File: src/sv/tpgd_pkg.sv
`default_nettype none

package tpgd_pkg;

   localparam int unsigned SAMPLE_W = 16;
   localparam int unsigned TIME_W   = 32;
   localparam int unsigned CODE_W   = 4;
   localparam int unsigned BRIGHT_W = 8;
   localparam int unsigned EFFECT_W = 3;
   localparam int unsigned CSR_IDX_W = 3;

   // register indexes
   localparam logic [CSR_IDX_W-1:0] REG_BASELINE_PAD0   = 3'd0;
   localparam logic [CSR_IDX_W-1:0] REG_BASELINE_PAD1   = 3'd1;
   localparam logic [CSR_IDX_W-1:0] REG_PRESS_DELTA     = 3'd2;
   localparam logic [CSR_IDX_W-1:0] REG_HOLD_TIME       = 3'd3;
   localparam logic [CSR_IDX_W-1:0] REG_BOTH_HOLD_TIME  = 3'd4;
   localparam logic [CSR_IDX_W-1:0] REG_BRIGHTNESS_STEP = 3'd5;

   // register reset values
   localparam logic [SAMPLE_W-1:0] PRESS_DELTA_RST     = 16'd10;
   localparam logic [SAMPLE_W-1:0] HOLD_TIME_RST       = 16'd300;
   localparam logic [SAMPLE_W-1:0] BOTH_HOLD_TIME_RST  = 16'd400;
   localparam logic [BRIGHT_W-1:0] BRIGHTNESS_STEP_RST = 8'd16;

   // state reset values
   localparam logic [BRIGHT_W-1:0] BRIGHTNESS_RST = 8'd128;
   localparam logic [EFFECT_W-1:0] EFFECT_RST     = 3'd1;

   // command kinds
   localparam logic CMD_SAMPLE = 1'b0;
   localparam logic CMD_DIGIT  = 1'b1;

   // spell codes
   localparam logic [CODE_W-1:0] CODE_EFFECT_MIN = 4'd1;
   localparam logic [CODE_W-1:0] CODE_EFFECT_MAX = 4'd4;
   localparam logic [CODE_W-1:0] CODE_DIM        = 4'd7;
   localparam logic [CODE_W-1:0] CODE_BRIGHTEN   = 4'd8;
   localparam logic [CODE_W-1:0] CODE_DIGIT_MAX  = 4'd9;
   localparam logic [CODE_W-1:0] CODE_TEMPO      = 4'd10;
   localparam logic [CODE_W-1:0] CODE_SHOOT      = 4'd12;

   localparam logic [EFFECT_W-1:0] EFFECT_CYCLE_MAX = 3'd3;
   localparam logic [EFFECT_W-1:0] EFFECT_FIRST     = 3'd1;
   localparam logic [BRIGHT_W-1:0] BRIGHTNESS_MIN   = 8'd1;
   localparam logic [BRIGHT_W-1:0] BRIGHTNESS_MAX   = 8'd255;

   typedef struct packed {
      logic [CODE_W-1:0]   spell_code;
      logic [BRIGHT_W-1:0] brightness_now;
      logic [EFFECT_W-1:0] effect_now;
      logic                tempo_fast_now;
      logic                last_of_run;
   } result_type;

   function automatic logic pad_pressed(input logic [SAMPLE_W-1:0] base,
                                        input logic [SAMPLE_W-1:0] sample,
                                        input logic [SAMPLE_W-1:0] delta);
      logic [SAMPLE_W-1:0] drop;
      drop = (sample < base) ? (base - sample) : '0;
      return drop >= delta;
   endfunction

   function automatic logic [BRIGHT_W-1:0] dim_level(input logic [BRIGHT_W-1:0] b,
                                                     input logic [BRIGHT_W-1:0] step);
      return (b > step) ? (b - step) : BRIGHTNESS_MIN;
   endfunction

   function automatic logic [BRIGHT_W-1:0] brighten_level(input logic [BRIGHT_W-1:0] b,
                                                          input logic [BRIGHT_W-1:0] step);
      logic [BRIGHT_W:0] sum;
      sum = {1'b0, b} + {1'b0, step};
      return sum[BRIGHT_W] ? BRIGHTNESS_MAX : sum[BRIGHT_W-1:0];
   endfunction

   function automatic result_type make_result(input logic [CODE_W-1:0]   code,
                                              input logic [BRIGHT_W-1:0] b,
                                              input logic [EFFECT_W-1:0] e,
                                              input logic                t);
      result_type r;
      r.spell_code     = code;
      r.brightness_now = b;
      r.effect_now     = e;
      r.tempo_fast_now = t;
      r.last_of_run    = 1'b0;
      return r;
   endfunction

endpackage

`default_nettype wire

File: src/sv/two_pad_touch_gesture_decoder.sv
// Two-pad touch gesture decoder. Each req item is either a pair of pad samples with a
// millisecond time stamp, or a direct spell digit. Sample items update press, hold and
// both-held tracking and give zero, one or two rsp items (dim, brighten, shoot, or a tap
// on pad 0 and/or pad 1); a digit item gives one rsp item, or none for digits above 9.
// All decoding is done in the cycle an item is accepted, so an item can be taken every
// clock while req_stall is low; results wait in a two-entry output queue. req_stall rises
// when that queue cannot take two more results in the current cycle, so the item after
// one that gave two results waits until a result has left the queue. Time differences
// wrap modulo 2^32. Registers are written through the csr port (always ready); indexes
// above 5 are ignored, and writes are meant to happen only while the block is idle.
`default_nettype none

module two_pad_touch_gesture_decoder
   import tpgd_pkg::*;
(
   input  wire logic                 clock,
   input  wire logic                 reset,

   input  wire logic                 req_valid,
   output      logic                 req_stall,
   input  wire logic                 req_command,
   input  wire logic [SAMPLE_W-1:0]  req_sample_pad0,
   input  wire logic [SAMPLE_W-1:0]  req_sample_pad1,
   input  wire logic [TIME_W-1:0]    req_time_ms,
   input  wire logic [CODE_W-1:0]    req_digit,

   output      logic                 rsp_valid,
   input  wire logic                 rsp_stall,
   output      logic [CODE_W-1:0]    rsp_spell_code,
   output      logic [BRIGHT_W-1:0]  rsp_brightness_now,
   output      logic [EFFECT_W-1:0]  rsp_effect_now,
   output      logic                 rsp_tempo_fast_now,
   output      logic                 rsp_last_of_run,

   input  wire logic                 csr_valid,
   output      logic                 csr_ready,
   input  wire logic [CSR_IDX_W-1:0] csr_index,
   input  wire logic [SAMPLE_W-1:0]  csr_data
);

   // configuration
   logic [SAMPLE_W-1:0] baseline_pad0_ff, baseline_pad1_ff, press_delta_ff;
   logic [SAMPLE_W-1:0] hold_time_ff, both_hold_time_ff;
   logic [BRIGHT_W-1:0] brightness_step_ff;

   // gesture state
   logic                pad0_pressed_ff, pad1_pressed_ff;
   logic                pad0_held_ff, pad1_held_ff, both_armed_ff;
   logic [TIME_W-1:0]   pad0_start_ff, pad1_start_ff, both_start_ff;
   logic [BRIGHT_W-1:0] brightness_ff;
   logic [EFFECT_W-1:0] effect_ff;
   logic                tempo_fast_ff;

   logic                pad0_held_in, pad1_held_in, both_armed_in;
   logic [TIME_W-1:0]   pad0_start_in, pad1_start_in, both_start_in;
   logic [BRIGHT_W-1:0] brightness_in;
   logic [EFFECT_W-1:0] effect_in;
   logic                tempo_fast_in;

   // output queue
   result_type          q_ff [2];
   result_type          q0_in, q1_in;
   logic [1:0]          count_ff, count_in, count_left;

   logic                accept, pop;
   logic                p0, p1, w0, w1, both, was_both;
   logic [1:0]          n_res;
   result_type          res0, res1;
   logic [EFFECT_W-1:0] effect_next;

   assign csr_ready = 1'b1;
   assign pop       = (count_ff != 2'd0) && !rsp_stall;
   assign req_stall = (count_ff == 2'd2) || ((count_ff == 2'd1) && rsp_stall);
   assign accept    = req_valid && !req_stall;

   assign p0       = pad_pressed(baseline_pad0_ff, req_sample_pad0, press_delta_ff);
   assign p1       = pad_pressed(baseline_pad1_ff, req_sample_pad1, press_delta_ff);
   assign w0       = pad0_pressed_ff;
   assign w1       = pad1_pressed_ff;
   assign both     = p0 && p1;
   assign was_both = w0 && w1;

   always_comb begin
      pad0_held_in  = pad0_held_ff;
      pad1_held_in  = pad1_held_ff;
      both_armed_in = both_armed_ff;
      pad0_start_in = pad0_start_ff;
      pad1_start_in = pad1_start_ff;
      both_start_in = both_start_ff;
      brightness_in = brightness_ff;
      effect_in     = effect_ff;
      tempo_fast_in = tempo_fast_ff;
      effect_next   = effect_ff;
      n_res         = 2'd0;
      res0          = '0;
      res1          = '0;

      if (req_command == CMD_DIGIT) begin
         if (req_digit <= CODE_DIGIT_MAX) begin
            if (req_digit >= CODE_EFFECT_MIN && req_digit <= CODE_EFFECT_MAX) begin
               effect_in = req_digit[EFFECT_W-1:0];
            end
            if (req_digit == CODE_DIM) begin
               brightness_in = dim_level(brightness_ff, brightness_step_ff);
            end else if (req_digit == CODE_BRIGHTEN) begin
               brightness_in = brighten_level(brightness_ff, brightness_step_ff);
            end
            res0  = make_result(req_digit, brightness_in, effect_in, tempo_fast_in);
            n_res = 2'd1;
         end
      end else begin
         if (p0 && !w0) begin
            pad0_start_in = req_time_ms;
            pad0_held_in  = 1'b0;
         end
         if (p1 && !w1) begin
            pad1_start_in = req_time_ms;
            pad1_held_in  = 1'b0;
         end
         if (both && !was_both) begin
            both_start_in = req_time_ms;
            both_armed_in = 1'b1;
         end
         if (p0 && !pad0_held_in
             && (req_time_ms - pad0_start_in) >= {16'd0, hold_time_ff}) begin
            pad0_held_in = 1'b1;
         end
         if (p1 && !pad1_held_in
             && (req_time_ms - pad1_start_in) >= {16'd0, hold_time_ff}) begin
            pad1_held_in = 1'b1;
         end

         // dim, brighten and shoot exclude each other, as do they and the taps
         if (!p1 && w1 && p0 && pad0_held_in && !pad1_held_in) begin
            brightness_in = dim_level(brightness_ff, brightness_step_ff);
            res0  = make_result(CODE_DIM, brightness_in, effect_in, tempo_fast_in);
            n_res = 2'd1;
         end else if (!p0 && w0 && p1 && pad1_held_in && !pad0_held_in) begin
            brightness_in = brighten_level(brightness_ff, brightness_step_ff);
            res0  = make_result(CODE_BRIGHTEN, brightness_in, effect_in, tempo_fast_in);
            n_res = 2'd1;
         end else if (both && both_armed_in
                      && (req_time_ms - both_start_in) >= {16'd0, both_hold_time_ff}) begin
            res0          = make_result(CODE_SHOOT, brightness_in, effect_in, tempo_fast_in);
            n_res         = 2'd1;
            both_armed_in = 1'b0;
         end else if (!both) begin
            if (!p0 && w0 && !pad0_held_in && !p1) begin
               effect_next = effect_ff + 3'd1;
               if (effect_next > EFFECT_CYCLE_MAX) begin
                  effect_next = EFFECT_FIRST;
               end
               effect_in = effect_next;
               res0  = make_result({1'b0, effect_next}, brightness_in, effect_in,
                                   tempo_fast_in);
               n_res = 2'd1;
            end
            if (!p1 && w1 && !pad1_held_in && !p0) begin
               tempo_fast_in = !tempo_fast_ff;
               if (n_res == 2'd0) begin
                  res0 = make_result(CODE_TEMPO, brightness_in, effect_in, tempo_fast_in);
               end else begin
                  res1 = make_result(CODE_TEMPO, brightness_in, effect_in, tempo_fast_in);
               end
               n_res = n_res + 2'd1;
            end
         end

         if (!both && was_both) begin
            both_armed_in = 1'b0;
         end
      end

      if (n_res == 2'd2) begin
         res1.last_of_run = 1'b1;
      end else begin
         res0.last_of_run = 1'b1;
      end
   end

   // queue: shift on pop, then append new results behind what is left
   always_comb begin
      count_left = count_ff - {1'b0, pop};
      if (pop) begin
         q0_in = q_ff[1];
      end else begin
         q0_in = q_ff[0];
      end
      q1_in    = q_ff[1];
      count_in = count_left;
      if (accept && n_res != 2'd0) begin
         if (count_left == 2'd0) begin
            q0_in = res0;
            q1_in = res1;
         end else begin
            q1_in = res0;
         end
         count_in = count_left + n_res;
      end
   end

   always_ff @(posedge clock) begin
      q_ff[0] <= q0_in;
      q_ff[1] <= q1_in;
      if (reset) begin
         count_ff <= 2'd0;
      end else begin
         count_ff <= count_in;
      end
   end

   always_ff @(posedge clock) begin
      if (reset) begin
         pad0_pressed_ff <= 1'b0;
         pad1_pressed_ff <= 1'b0;
         pad0_held_ff    <= 1'b0;
         pad1_held_ff    <= 1'b0;
         both_armed_ff   <= 1'b0;
         pad0_start_ff   <= '0;
         pad1_start_ff   <= '0;
         both_start_ff   <= '0;
         brightness_ff   <= BRIGHTNESS_RST;
         effect_ff       <= EFFECT_RST;
         tempo_fast_ff   <= 1'b0;
      end else if (accept) begin
         if (req_command == CMD_SAMPLE) begin
            pad0_pressed_ff <= p0;
            pad1_pressed_ff <= p1;
         end
         pad0_held_ff  <= pad0_held_in;
         pad1_held_ff  <= pad1_held_in;
         both_armed_ff <= both_armed_in;
         pad0_start_ff <= pad0_start_in;
         pad1_start_ff <= pad1_start_in;
         both_start_ff <= both_start_in;
         brightness_ff <= brightness_in;
         effect_ff     <= effect_in;
         tempo_fast_ff <= tempo_fast_in;
      end
   end

   always_ff @(posedge clock) begin
      if (reset) begin
         baseline_pad0_ff   <= '0;
         baseline_pad1_ff   <= '0;
         press_delta_ff     <= PRESS_DELTA_RST;
         hold_time_ff       <= HOLD_TIME_RST;
         both_hold_time_ff  <= BOTH_HOLD_TIME_RST;
         brightness_step_ff <= BRIGHTNESS_STEP_RST;
      end else if (csr_valid && csr_ready) begin
         unique case (csr_index)
            REG_BASELINE_PAD0:   baseline_pad0_ff   <= csr_data;
            REG_BASELINE_PAD1:   baseline_pad1_ff   <= csr_data;
            REG_PRESS_DELTA:     press_delta_ff     <= csr_data;
            REG_HOLD_TIME:       hold_time_ff       <= csr_data;
            REG_BOTH_HOLD_TIME:  both_hold_time_ff  <= csr_data;
            REG_BRIGHTNESS_STEP: brightness_step_ff <= csr_data[BRIGHT_W-1:0];
            default: begin
            end
         endcase
      end
   end

   assign rsp_valid          = (count_ff != 2'd0);
   assign rsp_spell_code     = q_ff[0].spell_code;
   assign rsp_brightness_now = q_ff[0].brightness_now;
   assign rsp_effect_now     = q_ff[0].effect_now;
   assign rsp_tempo_fast_now = q_ff[0].tempo_fast_now;
   assign rsp_last_of_run    = q_ff[0].last_of_run;

endmodule

`default_nettype wire
File: config.mk
export PLATFORM = sky130hd
export DESIGN_NAME = two_pad_touch_gesture_decoder
export DESIGN_NICKNAME = d
export VERILOG_FILES = /design/src/sv/tpgd_pkg.sv /design/src/sv/two_pad_touch_gesture_decoder.sv
export SDC_FILE = /design/constraint.sdc
export NUM_CORES = 1
export LEC_CHECK = 0
export ABC_CLOCK_PERIOD_IN_PS = 19150
export BUFFER_PORTS_ARGS = -buffer_cell sky130_fd_sc_hd__buf_2
export CORE_MARGIN = 3
export CORE_UTILIZATION = 45
export DETAILED_ROUTE_END_ITERATION = 10
export PLACE_DENSITY = 0.73
export SLEW_MARGIN = 20
export SYNTH_ARGS = -nofsm -noshare
export SYNTH_HDL_FRONTEND = slang
export SYNTH_SLANG_ARGS = --single-unit
File: constraint.sdc
create_clock -name clock -period 19.15 [get_ports clock]
set_input_delay 1.915 -clock clock [delete_from_list [all_inputs] [get_ports clock]]
set_output_delay 1.915 -clock clock [all_outputs]
set_load 0.05 [all_outputs]
Yosys cells after proc, flatten, opt, wreduce, memory -nomap -nowiden
Memory sizes are Yosys's and may differ from the RTL's. Cells that the tools add are included.

Register bits: 203. Bits in writable memories: 34. Word-level logic and storage cells: 197. Memories kept: 1.

Memories: q_ff (words 2, width 17, read ports 2, clocked after Yosys merged registers in 0, wr ports 2, RTL line two_pad_touch_gesture_decoder.sv:61) `result_type q_ff [2];`.

$add $sub $neg: 11. $lt $le $gt $ge: 12. Eq/ne operators: 15. Multiplexer cells: 76. Bitwise logic cells: 5. Reduce and logical (&&, ||, !) cells: 59.

Operator list (count): $mux W17 (20); $mux W32 (6); $ge A32 B16 Y1 (3); $sub A32 B32 Y32 (3); $mux W8 (8); $mux W16 (3); $ge A16 B16 Y1 (2); $lt A16 B16 Y1 (2); $sub A16 B16 Y16 (2); $logic_and A1 B1 Y1 (29); $mux W3 (9); $mux W2 (12); $mux W1 (18); $reduce_and A2 Y1 (7); $logic_not A1 Y1 (13); $add A8 B8 Y9 (1); $gt A8 B8 Y1 (1); $ne A2 B2 Y1 const B (4); $sub A8 B8 Y8 (1); $reduce_and A7 Y1 (1); $eq A3 B2 Y1 const B (2); $eq A3 B3 Y1 const B (2); $reduce_and A6 Y1 (1); $not A1 Y1 (5); other kinds (20) (23).

Depth between registers and ports, before layout
Gate-level depths: netlist of run 1.

Depth after elaboration: 31. Mapped depth: 57.

Worst setup path before layout of run 1
No wires, ideal clock.

Path type: input -> register. From: in req_sample_pad0[0]. To: reg count_ff[1]. Setup time: 70 ps. Arrival time: 12172 ps. Data required time: 19080 ps. Path slack: 6908 ps. Stages: 54. Buffers on the path: 5. Cell sequence: ha_1 -> inv_1 -> fa_1 -> nand2_1 -> nand2_1 -> a21oi_1 -> o21bai_1 -> a21oi_1 -> o21bai_1 -> a21oi_1 -> o21bai_1 -> a21oi_1 -> o21ai_0 -> a221oi_1 -> clkbuf_1 -> nor3_1 -> ha_1 -> nand4_1 -> (+18 left out) -> a21oi_1 -> nor4_1 -> o31ai_1 -> nor4_1 -> o2111ai_1 -> nor4_1 -> and4_1 -> and4_1 -> nor2_1 -> buf_2 -> or2_1 -> a21oi_1 -> a21oi_1 -> ha_1 -> and3_1 -> o31a_1 -> or3_1 -> a21oi_1.

Word-level cells in the longest chain between the ends: 30.

Ends and longest elaborated chain: start: declaration (RTL line two_pad_touch_gesture_decoder.sv:22) `input wire logic [SAMPLE_W-1:0] req_sample_pad0,`; $sub A16 B16 Y16 / $lt A16 B16 Y1 (equally long branches) (RTL line tpgd_pkg.sv:60) `drop = (sample < base) ? (base - sample) : '0;`; $mux W16 * (RTL line tpgd_pkg.sv:60); $ge A16 B16 Y1 * (RTL line tpgd_pkg.sv:61) `return drop >= delta;`; $logic_and A1 B1 Y1 (RTL line two_pad_touch_gesture_decoder.sv:112) `if (p0 && !w0) begin`; $mux W32 / $mux W1 (equally long branches) (RTL line two_pad_touch_gesture_decoder.sv:112); $mux W32 / $mux W1 (equally long branches) (RTL line two_pad_touch_gesture_decoder.sv:98) `if (req_command == CMD_DIGIT) begin`; $sub A32 B32 Y32 / $logic_not A1 Y1 (equally long branches) (RTL line two_pad_touch_gesture_decoder.sv:125, two_pad_touch_gesture_decoder.sv:124); $ge A32 B16 Y1 / $logic_and A1 B1 Y1 (equally long branches) (RTL line two_pad_touch_gesture_decoder.sv:125, two_pad_touch_gesture_decoder.sv:124); (+13 left out); $mux W2 (RTL line two_pad_touch_gesture_decoder.sv:158) `if (!p1 && w1 && !pad1_held_in && !p0) begin`; $mux W2 (RTL line two_pad_touch_gesture_decoder.sv:147) `end else if (!both) begin`; $mux W2 (RTL line two_pad_touch_gesture_decoder.sv:142) `end else if (both && both_armed_in`; $mux W2 (RTL line two_pad_touch_gesture_decoder.sv:138) `end else if (!p0 && w0 && p1 && pad1_held_in && !pad0_held_in) begin`; $mux W2 * (RTL line two_pad_touch_gesture_decoder.sv:134) `if (!p1 && w1 && p0 && pad0_held_in && !pad1_held_in) begin`; $mux W2 * (RTL line two_pad_touch_gesture_decoder.sv:98); parallel branches: the longest is 2 deep, another holds $add A2 B2 Y2; $mux W2 * (RTL line two_pad_touch_gesture_decoder.sv:191) `if (accept && n_res != 2'd0) begin`; end signal: assignment (RTL line two_pad_touch_gesture_decoder.sv:208) `count_ff <= count_in;`; end: declaration (RTL line two_pad_touch_gesture_decoder.sv:63) `logic [1:0] count_ff, count_in, count_left;`.

Every way passes the cells marked *. The select of a mux whose other input is x is not followed. A chain may end at the register's enable or synchronous reset.

Worst setup path after layout of run 1
Ends and elaborated chain as after synthesis.

==> results of run 1 <==
==> cell type report <==
type	count	area, um^2	area share, %
Inverter	156	586	2.58
Tap cell	600	751	3.31
Multi-Input combinational cell	2218	14800	65.2
Clock buffer	37	807	3.56
Clock inverter	15	150	0.663
Timing Repair Buffer	126	674	2.98
Sequential cell	237	4910	21.7
==> metrics by stage <==
| step | std cells | area, um^2 | util (%) | hold slack [ps] |
|---|---|---|---|---|
| global route | 3389 | 22700 | 49.7 | 482 |
| detailed placement | 3337 | 21700 | 47.6 | 447 |
| CTS | 3389 | 22600 | 49.7 | 455 |
| floorplan | 2759 | 20900 | - | 436 |
| global placement | 3337 | 21700 | 47.6 | 441 |
| finish | 3389 | 22700 | 49.7 | 455 |
==> cells in the final DEF (no fill, tap or decap), types with 15 or more instances in the layout <==
cell type	instances
sky130_fd_sc_hd__nor3_1	67
sky130_fd_sc_hd__mux2i_1	98
sky130_fd_sc_hd__buf_2	110
sky130_fd_sc_hd__o21bai_1	26
sky130_fd_sc_hd__nor2b_1	27
sky130_fd_sc_hd__nand4_1	34
sky130_fd_sc_hd__o21a_1	23
sky130_fd_sc_hd__nor2_1	210
sky130_fd_sc_hd__edfxtp_1	17
sky130_fd_sc_hd__xnor2_1	61
sky130_fd_sc_hd__a21o_1	50
sky130_fd_sc_hd__nand2_1	391
sky130_fd_sc_hd__a21oi_1	279
sky130_fd_sc_hd__inv_1	155
sky130_fd_sc_hd__dfxtp_1	220
sky130_fd_sc_hd__ha_1	226
sky130_fd_sc_hd__clkbuf_16	30
sky130_fd_sc_hd__o22ai_1	15
sky130_fd_sc_hd__buf_4	15
sky130_fd_sc_hd__nand2b_1	35
sky130_fd_sc_hd__and2_1	34
sky130_fd_sc_hd__a211oi_1	116
sky130_fd_sc_hd__or3_1	20
sky130_fd_sc_hd__o211ai_1	18
sky130_fd_sc_hd__a31oi_1	26
sky130_fd_sc_hd__nand3_1	41
sky130_fd_sc_hd__nor4_1	18
sky130_fd_sc_hd__o21ai_0	111
sky130_fd_sc_hd__nand3b_1	17
sky130_fd_sc_hd__and3_1	16
sky130_fd_sc_hd__xor2_1	37
==> worst min-delay path, delay by kind of cell, from the launching register on <==
family / cells / cell delay, ps
DFF: 1 / 310
and+or+nand+nor: 1 / 50
AOI/OAI and AO/OA: 1 / 50
==> power groups by stage <==
| stage | Clock [mW] | Sequential [mW] | Combinational [mW] |
|---|---|---|---|
| after global routing | 0.588 | 0.614 | 1.29 |
| after global placement | 0 | 0.613 | 1.13 |
| after floorplan | 0 | 0.613 | 0.889 |
| after detailed placement | 0 | 0.616 | 1.15 |
| final | 0.558 | 0.605 | 1.17 |
| after CTS | 0.567 | 0.606 | 1.16 |
==> metal layers <==
layer / GRT usage [%] / routed length (um)
met1: 35.3 / 29900
met2: 42.2 / 29800
met3: 3.02 / 4080
met4: 6.61 / 1860
met5: 0 / 0
==> flip-flops by register name (all words and copies together), names as in the netlist, 2 cells and up <==
signal              cells
pad1_start_ff          32
count_ff                2
effect_ff               3
both_hold_time_ff      16
q_ff                   34
brightness_step_ff      8
baseline_pad0_ff       16
baseline_pad1_ff       16
hold_time_ff           16
both_start_ff          32
press_delta_ff         16
pad0_start_ff          32
brightness_ff           8
==> worst max-delay path by stage <==
stage                             from                     end  cells after the start  slack, ps
floorplan           req_sample_pad0[0]  count_ff[1]$_SDFF_PP0_                     54       6910
global placement    req_sample_pad0[0]      q_ff[0][4]$_DFF_P_                     45       5770
detailed placement  req_sample_pad0[0]      q_ff[0][4]$_DFF_P_                     45       5460
CTS                 req_sample_pad0[0]      q_ff[0][4]$_DFF_P_                     45       5960
global route        req_sample_pad0[0]  count_ff[1]$_SDFF_PP0_                     51       5180
finish              req_sample_pad0[0]  count_ff[1]$_SDFF_PP0_                     51       5940
==> cells by family (layout without fill, tap and decap cells) <==
logic type	Yosys count	count (layout)	synth area share, %
and+or+nand+nor	965	965	21.8
AOI/OAI and AO/OA	808	808	25.0
buffers and inverters	304	334	5.84
DFF	237	237	23.5
adders and majority gates	235	235	14.3
muxes	111	111	5.40
xor gates and xnor gates	98	98	4.11
other	1	1	0.0180
==> results.txt, run 1 <==
----------------------------------------------------
[Power and ir drop]
  Leakage power summed over all cells ... 9.30 nW
  Peak supply drop ... 109 uV
  Internal cell power ... 1.32 mW
  Gate power share ... 50.1%
  Switching power ... 1.01 mW
  Sequential group share of total power ... 26.0%
  Power density of the placed cells ... 103 nW/um^2
  Clock power frac ... 23.9%
  Post-layout power ... 2.33 mW
  Switching portion of total power ... 43.4%

[CTS]
  Resize count post-CTS ... 0
  Bufs on Longest Clock Path ... 3
  Number of buffers added by the clock tree synthesis step ... 29
  Clock net sink count ... 237
  H-Tree Depth ... 1
  CTS root buf ... sky130_fd_sc_hd__clkbuf_16
  # hold bufs at CTS ... 0
  CTS tree ... built
  Clock insertion delay at the later pin of the skew report ... 570 ps
  Post-CTS Repair Setup Buffers ... 0
  Clock input transition at the sequential cells of the worst setup and hold paths ... 60 ps

[Critical path]
  Setup Crit Path Kind ... in2reg
  Data arrival time of the critical path ... 13690 ps
  Kind of launch point of the worst setup path ... primary input
  Critical path data required time ... 19630 ps
  Critical path buffer and inverter count ... 4
  R2R cell count ... 51
  Worst stage delay on the critical path ... 700 ps
  Critical-path top delay cell ... sky130_fd_sc_hd__o21ai_0
  Cell occurring most often along the worst timing path ... sky130_fd_sc_hd__a21oi_1
  Worst r2r src ... baseline_pad0_ff[0]$_SDFFE_PP0P_
  Cell family with the largest share of critical-path delay ... compound AO/OA/AOI/OAI gates
  Nature of the critical path endpoint ... flop
  Biggest fanout along the worst timing path ... 44
  Endpoint of the lowest-slack register-to-register path ... count_ff[1]$_SDFF_PP0_
  Setup slack of the worst register-to-register path ... 7010 ps

[Synthesis]
  Top cells by area in the synthesized netlist ... sky130_fd_sc_hd__dfxtp_1 21%, sky130_fd_sc_hd__ha_1 14%, sky130_fd_sc_hd__nand2_1 7.0%
  Most instantiated library cell after synthesis ... sky130_fd_sc_hd__nand2_1
  Number of standard cells after synthesis ... 2759
  Library cell occupying the most area in the post-synthesis netlist ... sky130_fd_sc_hd__dfxtp_1
  Netlist cell types ... 87
  Share of the synthesized area in the top cell type ... 21.1%
  Leading cell types by count after synthesis ... 392 x sky130_fd_sc_hd__nand2_1, 279 x sky130_fd_sc_hd__a21oi_1, 226 x sky130_fd_sc_hd__ha_1
  Dominant register cell in the synthesized netlist ... sky130_fd_sc_hd__dfxtp_1
  Flip-flop and latch count after synthesis ... 237
  Total nets after synthesis ... 3085
  Fraction of the yosys area taken by sequential cells ... 23.5%
  Post-Synthesis Cell Area ... 20900 um^2
  Number of synthesis warnings ... 0
  Async SR Flop Fraction ... 0%
  Count of flip-flops with a built-in enable after synthesis ... 17
  Syn Area/Cell ... 7.57 um^2

[Global route]
  Antenna violations before repair ... 1
  Wire length of the first global-routing pass ... 103000 um
  GRT overflow ... 0
  Largest net degree at the start of global routing ... 128
  Total routing resource utilization after global routing ... 25.5%
  Via count of the first global-routing pass ... 19001

[Outcome]
  Result of the run ... finished clean

[STA]
  Setup Total Neg Slack ... 0 ps
  Upper clock frequency limit ... 75.7 MHz
  Relative max-transition margin ... 22.6%
  Final hold violations ... 0
  Worst slew pin tran ... 1150 ps
  Final number of max-transition violations ... 0
  Crit path setup slack, layout ... 5940 ps
  RSZ-0062 raised after global routing ... no
  Skew final ... 12.4 ps
  Fin crit share ... 69.0%
  Setup Viol. Count Final ... 0
  Final min period ... 13210 ps

[Hold path]
  Worst hold stages ... 2
  Worst hold-check path type ... reg2reg
  Endpoint with the worst hold slack ... press_delta_ff[11]$_SDFFE_PP0P_
  Startpoint of the worst hold path ... press_delta_ff[11]$_SDFFE_PP0P_

[Detailed routing]
  Antenna viol nets, final ... 0
  Routed vias ... 20390
  Drt wl/cell ... 19.4 um
  Final Routed Wirelength ... 65600 um
  DRC Markers ... 0
  Via-per-instance ratio ... 6.02
  Violation count after the first detailed-routing iteration ... 1703
  DRT Pass-1 Iters ... 6

[Place]
  Weighted congestion at the end of routability-driven global placement ... 0.974
  Dpl ws ... 5460 ps
  Buffers added on ports ... 111
  Final HPWL DP ... 50400 um

[Finish]
  Filler cell count in the final layout ... 4412
  Ant diodes ... 0
  Area growth from synthesis to layout ... 8.54%
  Final Net Count ... 3094
  Fraction of layout instances using a drive strength above 1 ... 7.71%

[Die]
  Vert. Die Dim ... 221 um
  Starting Density ... 45.8%
  X dimension of the die ... 221 um
  # IOs ... 113
  Placeable core region ... 45600 um^2
  Full die area ... 49000 um^2
  Number of placement rows ... 78

[Flow run]
  Number of max-cap violations ... 0

----------------------------------------------------
Note: power is estimated with default switching activity, not from simulation.
==> run 2, diff against run 1 <==
--- a/config.mk
+++ b/config.mk
@@ -5,7 +5,8 @@
 export SDC_FILE = /design/constraint.sdc
 export NUM_CORES = 1
 export LEC_CHECK = 0
-export ABC_CLOCK_PERIOD_IN_PS = 19150
+export ABC_AREA = 1
+export ABC_CLOCK_PERIOD_IN_PS = 12600
 export BUFFER_PORTS_ARGS = -buffer_cell sky130_fd_sc_hd__buf_2
 export CORE_MARGIN = 3
 export CORE_UTILIZATION = 45
==> constraint.sdc (replaced) <==
create_clock -name clock -period 12.6 [get_ports clock]
set_input_delay 1.26 -clock clock [delete_from_list [all_inputs] [get_ports clock]]
set_output_delay 1.26 -clock clock [all_outputs]
set_load 0.05 [all_outputs]
==> run 2 against run 1 <==
Global-route usage fell by 1.9 points; final area fell by 1.0%; clock power rose by 62%; sequential share of layout area is 0.22 points higher; core utilization increased by 0.57 points; sequential cell count stayed put.
==> results.txt, run 2 <==
----------------------------------------------------
[Outcome]
  Result of the run ... finished clean

[STA]
  Final min period ... 10440 ps
  Skew final ... 26.8 ps
  Final hold violations ... 0
  RSZ-0062 raised after global routing ... no
  Crit path setup slack, layout ... 2160 ps
  Relative max-transition margin ... 30.0%
  Upper clock frequency limit ... 95.8 MHz
  Worst slew pin tran ... 1050 ps
  Fin crit share ... 82.8%
  Setup Total Neg Slack ... 0 ps
  Setup Viol. Count Final ... 0
  Final number of max-transition violations ... 0
  WHS ... 462 ps

[Place]
  Final HPWL DP ... 44100 um
  Dpl ws ... 1750 ps
  Buffers added on ports ... 111
  Weighted congestion at the end of routability-driven global placement ... 0.976

[Synthesis]
  Leading cell types by count after synthesis ... 549 x sky130_fd_sc_hd__nand2_1, 436 x sky130_fd_sc_hd__inv_1, 289 x sky130_fd_sc_hd__a21oi_1
  Netlist cell types ... 59
  Number of synthesis warnings ... 0
  Number of standard cells after synthesis ... 3016
  Post-Synthesis Cell Area ... 20500 um^2
  Library cell occupying the most area in the post-synthesis netlist ... sky130_fd_sc_hd__dfxtp_1
  Most instantiated library cell after synthesis ... sky130_fd_sc_hd__nand2_1
  Fraction of the yosys area taken by sequential cells ... 24.0%
  Async SR Flop Fraction ... 0%
  Count of flip-flops with a built-in enable after synthesis ... 17
  Share of the synthesized area in the top cell type ... 21.5%
  Dominant register cell in the synthesized netlist ... sky130_fd_sc_hd__dfxtp_1
  Flip-flop and latch count after synthesis ... 237
  Syn Area/Cell ... 6.79 um^2
  Top cells by area in the synthesized netlist ... sky130_fd_sc_hd__dfxtp_1 22%, sky130_fd_sc_hd__ha_1 14%, sky130_fd_sc_hd__nand2_1 10%
  Total nets after synthesis ... 3342

[Finish]
  Top library cells by usage in the layout, fill and taps aside ... 547 x sky130_fd_sc_hd__nand2_1, 435 x sky130_fd_sc_hd__inv_1, 288 x sky130_fd_sc_hd__a21oi_1
  Most common library cell in the layout ignoring fill and taps ... sky130_fd_sc_hd__nand2_1
  Fraction of layout instances using a drive strength above 1 ... 8.09%
  Largest Register ... q_ff
  Area growth from synthesis to layout ... 9.52%
  Number of flip-flops in the largest register ... 34
  Final Net Count ... 3393
  Ant diodes ... 0
  Finished Core Util ... 50.3%

[Critical path]
  Biggest fanout along the worst timing path ... 25
  Critical path buffer and inverter count ... 8
  Data arrival time of the critical path ... 10660 ps
  Nature of the critical path endpoint ... flop
  Worst stage delay on the critical path ... 590 ps
  Cell occurring most often along the worst timing path ... sky130_fd_sc_hd__nand2_1
  Critical-path top delay cell ... sky130_fd_sc_hd__a221oi_1
  Critical path data required time ... 12820 ps
  Cell family with the largest share of critical-path delay ... simple AND/OR/NAND/NOR gates
  Setup Crit Path Kind ... in2reg
  Kind of launch point of the worst setup path ... primary input

[Detailed routing]
  DRC Markers ... 0
  DRT Pass-1 Iters ... 6
  Antenna viol nets, final ... 0
  Final Routed Wirelength ... 58000 um
  Routed vias ... 19677
  Drt wl/cell ... 15.7 um
  Violation count after the first detailed-routing iteration ... 1621
  Via-per-instance ratio ... 5.34

[Global route]
  Largest net degree at the start of global routing ... 108
  Via count of the first global-routing pass ... 17622
  Wire length of the first global-routing pass ... 92600 um
  GRT overflow ... 0
  Antenna violations before repair ... 0
  Total routing resource utilization after global routing ... 23.6%

[CTS]
  # hold bufs at CTS ... 0
  Clock net sink count ... 237
  Resize count post-CTS ... 0
  Clock input transition at the sequential cells of the worst setup and hold paths ... 70 ps
  Post-CTS Repair Setup Buffers ... 0
  H-Tree Depth ... 1
  Clock insertion delay at the later pin of the skew report ... 600 ps
  CTS tree ... built
  Number of buffers added by the clock tree synthesis step ... 30
  Bufs on Longest Clock Path ... 3
  CTS root buf ... sky130_fd_sc_hd__clkbuf_16

[Power and ir drop]
  Post-layout power ... 3.80 mW
  Gate power share ... 51.3%
  Sequential group share of total power ... 24.9%
  Clock power frac ... 23.8%
  Power density of the placed cells ... 170 nW/um^2
  Peak supply drop ... 173 uV
  Switching power ... 1.71 mW
  Switching portion of total power ... 45.1%
  Internal cell power ... 2.09 mW
  Leakage power summed over all cells ... 11.3 nW

[Die]
  Number of placement rows ... 77
  # IOs ... 113
  Full die area ... 48100 um^2
  Starting Density ... 45.9%
  Vert. Die Dim ... 219 um
  X dimension of the die ... 219 um
  Placeable core region ... 44600 um^2

[Hold path]
  Worst hold-check path type ... reg2reg

[Flow run]
  Number of max-cap violations ... 0

----------------------------------------------------
[run 2: cells by family (layout without fill, tap and decap cells)]
logic type | after synthesis | count (layout) | synth area share (%)
DFF | 237 | 237 | 24.0
AOI/OAI and AO/OA | 770 | 770 | 21.4
muxes | 85 | 85 | 4.15
buffers and inverters | 551 | 626 | 10.6
and+or+nand+nor | 1054 | 1054 | 21.7
adders and majority gates | 233 | 233 | 14.5
xor gates and xnor gates | 85 | 85 | 3.64
other | 1 | 1 | 0.0183
[run 2: final timing paths]
check | depth (start not counted) | endpoint | start | slack, ps
worst max register to register | 61 | q_ff[0][23]$_DFFE_PN_ | baseline_pad1_ff[2]$_SDFFE_PP0P_ | 2640
worst min register to register | 2 | baseline_pad1_ff[0]$_SDFFE_PP0P_ | baseline_pad1_ff[0]$_SDFFE_PP0P_ | 460
worst min-delay path | 2 | baseline_pad1_ff[0]$_SDFFE_PP0P_ | baseline_pad1_ff[0]$_SDFFE_PP0P_ | 460
worst max-delay path | 63 | q_ff[0][23]$_DFFE_PN_ | req_sample_pad1[2] | 2160
[run 2: metal layers]
layer | track usage, % | up-vias | part of all wire, %
met5 | 0 | - | 0
met2 | 37.3 | 619 | 43
met4 | 6.24 | 0 | 2.6
li1 | - | 10183 | -
met3 | 3.84 | 100 | 7.5
met1 | 33.2 | 8775 | 46
[run 2: power groups by stage]
| stage | Sequential (mW) | Clock (mW) | Combinational [mW] |
|---|---|---|---|
| 2_1_floorplan | 0.950 | 0 | 1.52 |
| 3_3_place_gp | 0.958 | 0 | 1.90 |
| 3_5_place_dp | 0.959 | 0 | 1.92 |
| 4_1_cts | 0.945 | 0.917 | 1.93 |
| 5_1_grt | 0.959 | 0.944 | 2.20 |
| 6_report | 0.945 | 0.905 | 1.95 |
[run 2: final cells by class]
cell class / count / area, um^2
clock buffer: 32 / 768
clock inverter: 24 / 272
fill: 4427 / 22200
inverter: 449 / 1690
multi-input combinational: 2228 / 13400
sequential: 237 / 4910
tap: 592 / 741
timing repair buffer: 121 / 631
[run 2: per-stage QoR]
| stage | area, um^2 | instances |
|---|---|---|
| CTS | 22400 | 3683 |
| global route | 22400 | 3683 |
| finish | 22400 | 3683 |
| global placement | 21400 | 3627 |
| floorplan | 20500 | 3016 |
| detailed placement | 21400 | 3627 |
[run 2: worst min-delay path, cell delays in order, from the launching register on]
cell	delay (ps)
sky130_fd_sc_hd__dfxtp_1	300
sky130_fd_sc_hd__inv_1	60
sky130_fd_sc_hd__a21oi_1	60
